--- src/hdl/q2e_pkg.sv ---
// Shared constants, types and helpers for the quaternion to Euler angle unit.
// No dependencies; imported by every module of the block.
`default_nettype none
package q2e_pkg;

  localparam int COMPONENT_BITS_DEF = 16;
  localparam int ANGLE_BITS_DEF     = 16;

  // lock threshold register, Q1.30
  localparam int              THR_W     = 31;
  localparam logic [THR_W-1:0] THR_RESET = 31'd1073634450;

  // normalizer and CORDIC datapath
  localparam int NORM_W       = 64;
  localparam int NORM_STAGES  = 6;
  localparam int CORD_IN_W    = 41;
  localparam int CORD_W       = 45;
  localparam int CORDIC_STEPS = 30;
  localparam int TURN_W       = 34;   // angle in 2^-32 turn, signed
  localparam int TURN_FRAC    = 32;
  localparam int AT_LAT       = 1 + NORM_STAGES + CORDIC_STEPS + 1;

  // square root chain for cos(pitch)
  localparam int SQ_W      = 62;
  localparam int SQ_STAGES = 31;
  localparam int S30_W     = 32;
  localparam int M_W       = 31;

  typedef logic signed [TURN_W-1:0] turn_t;

  localparam turn_t ATAN_TAB [CORDIC_STEPS] = '{
    34'sd536870912, 34'sd316933406, 34'sd167458907, 34'sd85004756, 34'sd42667331,
    34'sd21354465, 34'sd10679838, 34'sd5340245, 34'sd2670163, 34'sd1335087,
    34'sd667544, 34'sd333772, 34'sd166886, 34'sd83443, 34'sd41722,
    34'sd20861, 34'sd10430, 34'sd5215, 34'sd2608, 34'sd1304,
    34'sd652, 34'sd326, 34'sd163, 34'sd81, 34'sd41,
    34'sd20, 34'sd10, 34'sd5, 34'sd3, 34'sd1
  };

  // quadrant info that rides along the atan2 pipeline
  typedef struct packed {
    logic xneg;
    logic yneg;
    logic zero;
  } at2_flags_t;

  // round to nearest (half up) from 2^-32 turn, dropping sh bits
  function automatic turn_t round_turn(input turn_t t, input int sh);
    turn_t half;
    half = turn_t'(1) <<< (sh - 1);
    return (t + half) >>> sh;
  endfunction

endpackage
`default_nettype wire

--- src/hdl/q2e_sqrt_cell.sv ---
// One digit step of the restoring integer square root (floor).
// Depends on q2e_pkg.
`default_nettype none
module q2e_sqrt_cell import q2e_pkg::*; #(
  parameter int BITPOS = 0
) (
  input  wire logic            clk,
  input  wire logic            en,
  input  wire logic [SQ_W-1:0] n_in,
  input  wire logic [SQ_W-1:0] r_in,
  output logic      [SQ_W-1:0] n_out,
  output logic      [SQ_W-1:0] r_out
);

  localparam logic [SQ_W-1:0] BITV = SQ_W'(1) << BITPOS;

  logic [SQ_W-1:0] trial, n_r, r_r, n_nxt, r_nxt;

  // subtract r + bit when it fits
  assign trial = r_in + BITV;
  always_comb begin
    if (n_in >= trial) begin
      n_nxt = n_in - trial;
      r_nxt = (r_in >> 1) + BITV;
    end else begin
      n_nxt = n_in;
      r_nxt = r_in >> 1;
    end
  end

  always_ff @(posedge clk) begin
    if (en) begin
      n_r <= n_nxt;
      r_r <= r_nxt;
    end
  end

  assign n_out = n_r;
  assign r_out = r_r;

endmodule
`default_nettype wire

--- config.mk ---
export PLATFORM = sky130hd
export DESIGN_NAME = q2e_sqrt_cell
export DESIGN_NICKNAME = d
export VERILOG_FILES = /design/src/hdl/q2e_pkg.sv /design/src/hdl/q2e_sqrt_cell.sv
export SDC_FILE = /design/constraint.sdc
export NUM_CORES = 1
export LEC_CHECK = 0
export CORE_UTILIZATION = 55
export DETAILED_ROUTE_END_ITERATION = 12
export DONT_BUFFER_PORTS = 1
export GPL_TIMING_DRIVEN = 0
export PLACE_DENSITY = 0.67
export SLEW_MARGIN = 15
export SYNTH_ARGS = -nofsm -noshare
export SYNTH_HDL_FRONTEND = slang
export SYNTH_SLANG_ARGS = --single-unit
export TNS_END_PERCENT = 100
--- constraint.sdc ---
create_clock -name clk -period 6.3 [get_ports clk]
set_input_delay 0.945 -clock clk [delete_from_list [all_inputs] [get_ports clk]]
set_output_delay 0.945 -clock clk [all_outputs]
set_load 0.01 [all_outputs]
# Yosys cells after proc, flatten, opt, wreduce, memory -nomap -nowiden
# Cells that the tools add are included.
# Widths: inputs -> output; s select.
[word_totals]
reg_bits = 124
inputBits = 126
out_inout_bits = 124
[op_classes]
muxes = 2
n_addsub = 3
magnitude_cmp = 1
[ops]
columns = ["cell", "n"]
rows = [
  ["$add 61x1->62 const B", 1],
  ["$add 62x1->62 const B", 1],
  ["$ge 62x62->1", 1],
  ["$mux 62", 1],
  ["$sub 62x62->62", 1],
  ["$mux 61", 1],
]

# Logic depth before layout (Yosys ltp)
# Gate-level depths: netlist of run 1.
[logic_depth]
word_depth = 3
mapped_depth = 23

# Worst setup path before layout of run 1
# Ideal clock, no wire load.
[synth_timing]
path_type = "input-to-reg"
startpoint = "input r_in[1]"
endpoint = "register r_r[44], in the netlist r_out[44], data pin"
setup_time_ps = 258
t_required_ps = 6042
slack_ps = 751
path_buffers = 2
stages = 21
arrival_time_ps = 5291
path_cell_list = "ha_1 -> nand3_1 -> nor2_2 -> nand3_1 -> nor4_2 -> nand3_1 -> nor4_2 -> nand4_1 -> xnor2_1 -> ha_1 -> a21o_1 -> a21o_1 -> a21o_1 -> a21o_1 -> a221o_1 -> a221oi_4 -> and2_1 -> buf_6 -> buf_6 -> nor2_1 -> xnor2_1"
[synth_via]
elab_chain_len = 3
elab_cells_between_ends = 4
[synth_rtl]
columns = ["element", "line", "rtl"]
rows = [
  ["start: declaration", "q2e_sqrt_cell.sv:10", "input wire logic [SQ_W-1:0] r_in,"],
  ["$add 62x1->62", "q2e_sqrt_cell.sv:20", "assign trial = r_in + BITV;"],
  ["$ge 62x62->1", "q2e_sqrt_cell.sv:22", "if (n_in >= trial) begin"],
  ["$mux 61 *", "q2e_sqrt_cell.sv:22", ""],
  ["via r_nxt[44]", "q2e_sqrt_cell.sv:17", "logic [SQ_W-1:0] trial, n_r, r_r, n_nxt, r_nxt;"],
  ["end signal: assignment", "q2e_sqrt_cell.sv:34", "r_r <= r_nxt;"],
  ["end: declaration", "q2e_sqrt_cell.sv:17", ""],
]
# The timed path passes the listed nets; every way through them passes the cells marked *.
# A chain may end at the register's enable or synchronous reset.

# Final worst setup path of run 1
[layout_timing]
startpoint = "input r_in[1]"
endpoint = "register r_r[57], in the netlist r_out[57], data pin"
# Same word-level chain as after synthesis.

==> flow_summary.toml, run 1 <==
[status]
outcome = "completed"

[layout]
fin_nets = 1462
nFillCells = 1714
multi_input_area_sq_um = 6595
drive_gt1_share_pct = 7.399
stdcell_count = 1544
mostFrequentLayoutCells = "a21oi_1, nand2_1, edfxtp_1, nor2_1, xnor2_1"
synthToLayoutAreaGrowth_pct = 9.023
seqCellArea_sq_um = 3724
final_common_cell = "a21oi_1"
antennaDiodeCount = 0

[routing]
drt_iter0_markers = 951
wl_per_cell_um = 23.79
drtPass1Iterations = 6
route.vias.total = 9811
drc_errors = 0
ant_nets = 0
drt-total-wl_um = 36740
via_per_inst = 6.354

[critical_path]
cp.required_ps = 6480
cp_slowest_stage_delay_ps = 540
cp_common_cell = "nand3_1"
path_cells = "ha_1 > nand3_1 > nor2_2 > nand3_1 > nor4_4 > nand3_1 > nor4_2 > nand2_1 > xor2_1 > ha_1 > clkbuf_2 > nand4_2 > nor4b_4 > a21oi_1 > o21ai_0 > a21bo_2 > o2111ai_2 > nand2_4 > buf_4 > nand4_1 > xnor2_1"
critPathMaxFanout = 10
worst_ep_arrival_time_ps = 6220
crit_type = "primary input to flop"
critPathCaptureType = "flop"
start_kind = "primary input"
cp_slowest_cell = "nor4_2"

[clock_tree]
cts_hold_buf = 0
cts_tree = "built"
cts_buffers = 17
clockRootBuffer = "clkbuf_16"
cts.clk_slew.worst_paths_ps = 60
cts.path.max_buffers = 2
cts_sinks = 124
cts_max_level = 4

[placed_design]
io_buffers = 0
dp_hpwl_um = 28970
dp_slack_ps = -1061
gp_congestion = 0.9551
placed_cells = 1511

[floorplanning]
dieArea_sq_um = 20080
start_util_pct = 56.81
ios = 250
fp.dieW_um = 141.7
rows = 50
core_sq_um = 18890
dieHeight_um = 141.7

[synthesis]
syn_area_sq_um = 10730
seq_area_frac_synth_pct = 34.69
syn_inst = 1251
synth-async-reset-ratio_pct = 0
ys.flop_type = "edfxtp_1"
synth-seq-cells = 124
synth-edff-count = 124
postSynthAreaPerCell_sq_um = 8.579
yosysWarnings = 0
syn_nets = 1442
synthDistinctLibCells = 71

[global_routing]
gr-total-overflow = 0
grt_pass1_vias = 9095
gr-usage-all-layers_pct = 36.66
antenna_found_initial = 1
grt_pass1_wl_um = 54320
grt_max_degree = 125

[timing]
hold-worst-slack_ps = 624.7
setup_ws_ps = 254.0
setup_viol_count_final = 0
finalHoldViolCount = 0
fin_setup_tns_ps = 0
slew_violations = 0
period_minus_slack_ps = 6046
rsz0062_at_grt = "false"
fmax_ghz = 0.1654
relSlewSlack_pct = 36.87
post-route-period-util_pct = 95.97
worst_pin_slew_ps = 941.3

[min_path]
hp-class = "primary input to flop"

[job]
drv_cap = 0

[power]
ir_drop_uv = 203.2
leakagePower_nw = 4.307
powerDensity_nw_per_um2 = 237.4
## cell type report
type / instances / area share [%]
multi-input combinational: 1025 / 56.36
sequential: 124 / 31.82
clock buffer: 18 / 3.668
buffer: 71 / 3.005
tap: 260 / 2.780
clock inverter: 14 / 1.305
inverter: 31 / 0.9944
timing repair buffer: 1 / 0.06416
## Yosys cell counts, types with 4 or more instances
master	instances	area share, %
a21oi_1	138	6.4
nand2_1	134	4.7
edfxtp_1	124	35
nor2_1	123	4.3
xnor2_1	102	8.3
xor2_1	75	6.1
ha_1	64	7.5
nand3_1	58	2.7
nand4_1	54	3.1
o21ai_0	39	1.8
clkbuf_1	34	1.2
a21o_1	33	2.3
nor3_1	32	1.5
inv_1	31	1.1
and3_1	24	1.4
buf_2	21	0.98
o21bai_1	16	1.1
and2_1	11	0.64
nor4_1	11	0.64
o21ai_1	10	0.47
or3_1	9	0.52
a31oi_1	8	0.47
buf_4	7	0.49
a211oi_1	6	0.42
nand2b_1	6	0.35
clkbuf_2	5	0.23
nor4_2	5	0.58
o21a_1	5	0.35
nand4b_1	4	0.33
o211ai_1	4	0.28
## worst max-delay path: cells and delay by family
family	cells	cell delay, ps
simple gates	11	3020
xor+xnor	2	440
buf+inv	2	480
compound gates	4	820
fa+ha+maj	2	500
## power breakdown
part / switching, mW / internal [mW] / total, mW
Sequential: 0.0827 / 1.03 / 1.11
Combinational: 0.426 / 0.248 / 0.674
Clock: 0.375 / 0.614 / 0.989
Total: 0.884 / 1.89 / 2.78
## registers in the layout, summed over array words and instances (netlist names)
signal  count
r_out      62
n_out      62
## metrics by stage
stage	cell area, sq um	util (%)	power [mW]
2_1_floorplan	10730	-	1.610
3_3_place_gp	11060	58.53	1.782
3_5_place_dp	11060	58.53	1.782
4_1_cts	11660	61.71	2.765
5_1_grt	11700	61.93	2.877
6_report	11700	61.93	2.778
## kinds of logic (layout without fill, tap and decap cells)
| logic type | Yosys count | after routing | share of synthesized area, % |
|---|---|---|---|
| xor gates and xnor gates | 178 | 178 | 14.60 |
| adders and majority gates | 65 | 65 | 7.647 |
| DFF | 124 | 124 | 34.69 |
| AOI/OAI and AO/OA | 289 | 289 | 16.36 |
| buffers and inverters | 102 | 135 | 4.255 |
| and+or+nand+nor | 493 | 493 | 22.45 |
## layer usage
metal,wire length [um],GRT usage [%],up-vias
met3,4045,10.16,78
met1,15350,49.44,4590
met4,1055,12.17,2
met5,11,0,-
met2,16270,56.62,561
li1,-,-,4580
## worst paths after layout
path                  startpoint         to  depth (start not counted)
worst min-delay path          en  n_out[38]                          0
worst max-delay path     r_in[1]  r_out[57]                         21
## what timing repair did
item / CTS / global route
buffers inserted: 1 / 0
cloned: 0 / 0
pin swaps: 1 / 0
setup endpoints to repair: 122 / 96
gates resized for setup: 3 / 17
No activity file was read; power rests on OpenSTA's default activity.
==> run 2: changes to the inputs <==
==> constraint.sdc (replaced) <==
create_clock -name clk -period 6.3 [get_ports clk]
set_input_delay 0.63 -clock clk [delete_from_list [all_inputs] [get_ports clk]]
set_output_delay 0.63 -clock clk [all_outputs]
set_load 0.01 [all_outputs]
==> flow_summary.toml, run 2 (synthesis results as in run 1) <==
[layout]
mostFrequentLayoutCells = "a21oi_1, nand2_1, edfxtp_1, nor2_1, xnor2_1"
final_common_cell = "a21oi_1"
fin_nets = 1463
drive_gt1_share_pct = 7.160
nFillCells = 1711
design_area_sq_um = 11680
synthToLayoutAreaGrowth_pct = 8.837
antennaDiodeCount = 0

[global_routing]
antenna_found_initial = 1
gr-total-overflow = 0
grt_max_degree = 125
grt_pass1_wl_um = 54010
grt_pass1_vias = 9090
gr-usage-all-layers_pct = 36.64

[critical_path]
crit_type = "primary input to flop"
cp.required_ps = 6460
crit_family = "simple AND/OR/NAND/NOR gates"
cp_slowest_cell = "nor4b_2"
cp_common_cell = "buf_2"
worst_ep_arrival_time_ps = 6240
path_cells = "ha_1 > nand3_1 > nor2_2 > and3_1 > buf_2 > nand2_2 > or3_1 > nor2_1 > nand3_1 > xor2_1 > ha_1 > clkbuf_2 > nand4_2 > nor4b_2 > a21oi_1 > o21ai_0 > a21bo_2 > o2111ai_2 > nand2_2 > buf_2 > buf_2 > a21oi_1"
worst-path-buf-inv = 4
start_kind = "primary input"
critPathCaptureType = "flop"
critPathMaxFanout = 10
cp_slowest_stage_delay_ps = 500

[timing]
post-route-period-util_pct = 96.57
rsz0062_at_grt = "false"
period_minus_slack_ps = 6084
fin_setup_tns_ps = 0
setup_viol_count_final = 0
relSlewSlack_pct = 10.87
fmax_ghz = 0.1644
slew_violations = 0
worst_pin_slew_ps = 1303
finalHoldViolCount = 0
hold-worst-slack_ps = 314.6

[floorplanning]
fp.dieW_um = 141.7
ios = 250
dieArea_sq_um = 20080
start_util_pct = 56.81
rows = 50
core_sq_um = 18890
dieHeight_um = 141.7

[placed_design]
io_buffers = 0
gp_congestion = 0.9551
postPlaceCellArea_sq_um = 11060
dp_hpwl_um = 28970

[clock_tree]
cts_sinks = 124
cts_tree = "built"
cts.clk_slew.worst_paths_ps = 60
cts_hold_buf = 0
cts.path.max_buffers = 2
cts_max_level = 4
clockRootBuffer = "clkbuf_16"
cts_buffers = 17

[power]
fin_total_pwr_mw = 2.775
leakagePower_nw = 4.315
ir_drop_uv = 194.7
powerDensity_nw_per_um2 = 237.6

[status]
outcome = "completed"

[routing]
wl_met2_um = 16080
ant_nets = 0
route.vias.total = 9859
wl_met1_um = 14840
top_layer = "met5"
wl_per_cell_um = 23.87
met3_length_um = 4620
drt-total-wl_um = 36880
via_per_inst = 6.381
drc_errors = 0
drt_iter0_markers = 917
drtPass1Iterations = 6

[job]
drv_cap = 0

[min_path]
holdPathEnd = "n_out[38]"
worstHoldStart = "en"
hp-class = "primary input to flop"
hold_depth = 0
## run 2: power breakdown
part	total, mW	internal (mW)	leakage (nW)	switching, mW
Sequential	1.11	1.03	1.21	0.0826
Combinational	0.673	0.246	2.82	0.427
Clock	0.988	0.614	0.280	0.373
Total	2.78	1.89	4.31	0.883
## run 2: area by class of cell
cell class | count | area (sq um) | share of cell area (%)
Multi-Input combinational cell | 1025 | 6573 | 56.27
Sequential cell | 124 | 3724 | 31.88
Clock buffer | 18 | 429.2 | 3.674
Buffer | 71 | 346.6 | 2.967
Tap cell | 260 | 325.3 | 2.785
Clock inverter | 14 | 152.6 | 1.307
Inverter | 31 | 116.4 | 0.9961
Timing Repair Buffer | 2 | 15.01 | 0.1285
## run 2: per-stage QoR
stage          setup slack (ps)  instances  utilization (%)
6_report                  216.3       1545            61.83
5_1_grt                   8.270       1545            61.83
4_1_cts                   43.48       1543            61.66
3_5_place_dp             -745.9       1511            58.53
3_3_place_gp             -762.7       1511            58.53
2_1_floorplan              1066       1251                -
## run 2: repair_timing
item,in CTS,in global routing
gates resized for setup,1,11
setup buffers,0,2
setup endpoints to repair,72,88
pin swaps,1,1
## run 2: layer usage
layer  global-route usage [%]  vias up
met5                        0        -
met3                    11.85       90
met4                    14.04        2
met1                    48.39     4567
met2                    55.69      627
li1                         -     4573
## run 2: how the worst max path moves through the flow
| stage | start | cells past startpoint | slack [ps] | endpoint |
|---|---|---|---|---|
| after floorplan | r_in[1] | 21 | 1070 | r_out[44] |
| after global placement | r_in[1] | 21 | -760 | n_out[38] |
| after detailed placement | r_in[1] | 22 | -750 | n_out[42] |
| after CTS | r_in[1] | 22 | 40 | n_out[42] |
| after global routing | r_in[1] | 22 | 8 | r_out[57] |
| final | r_in[1] | 22 | 220 | n_out[4] |
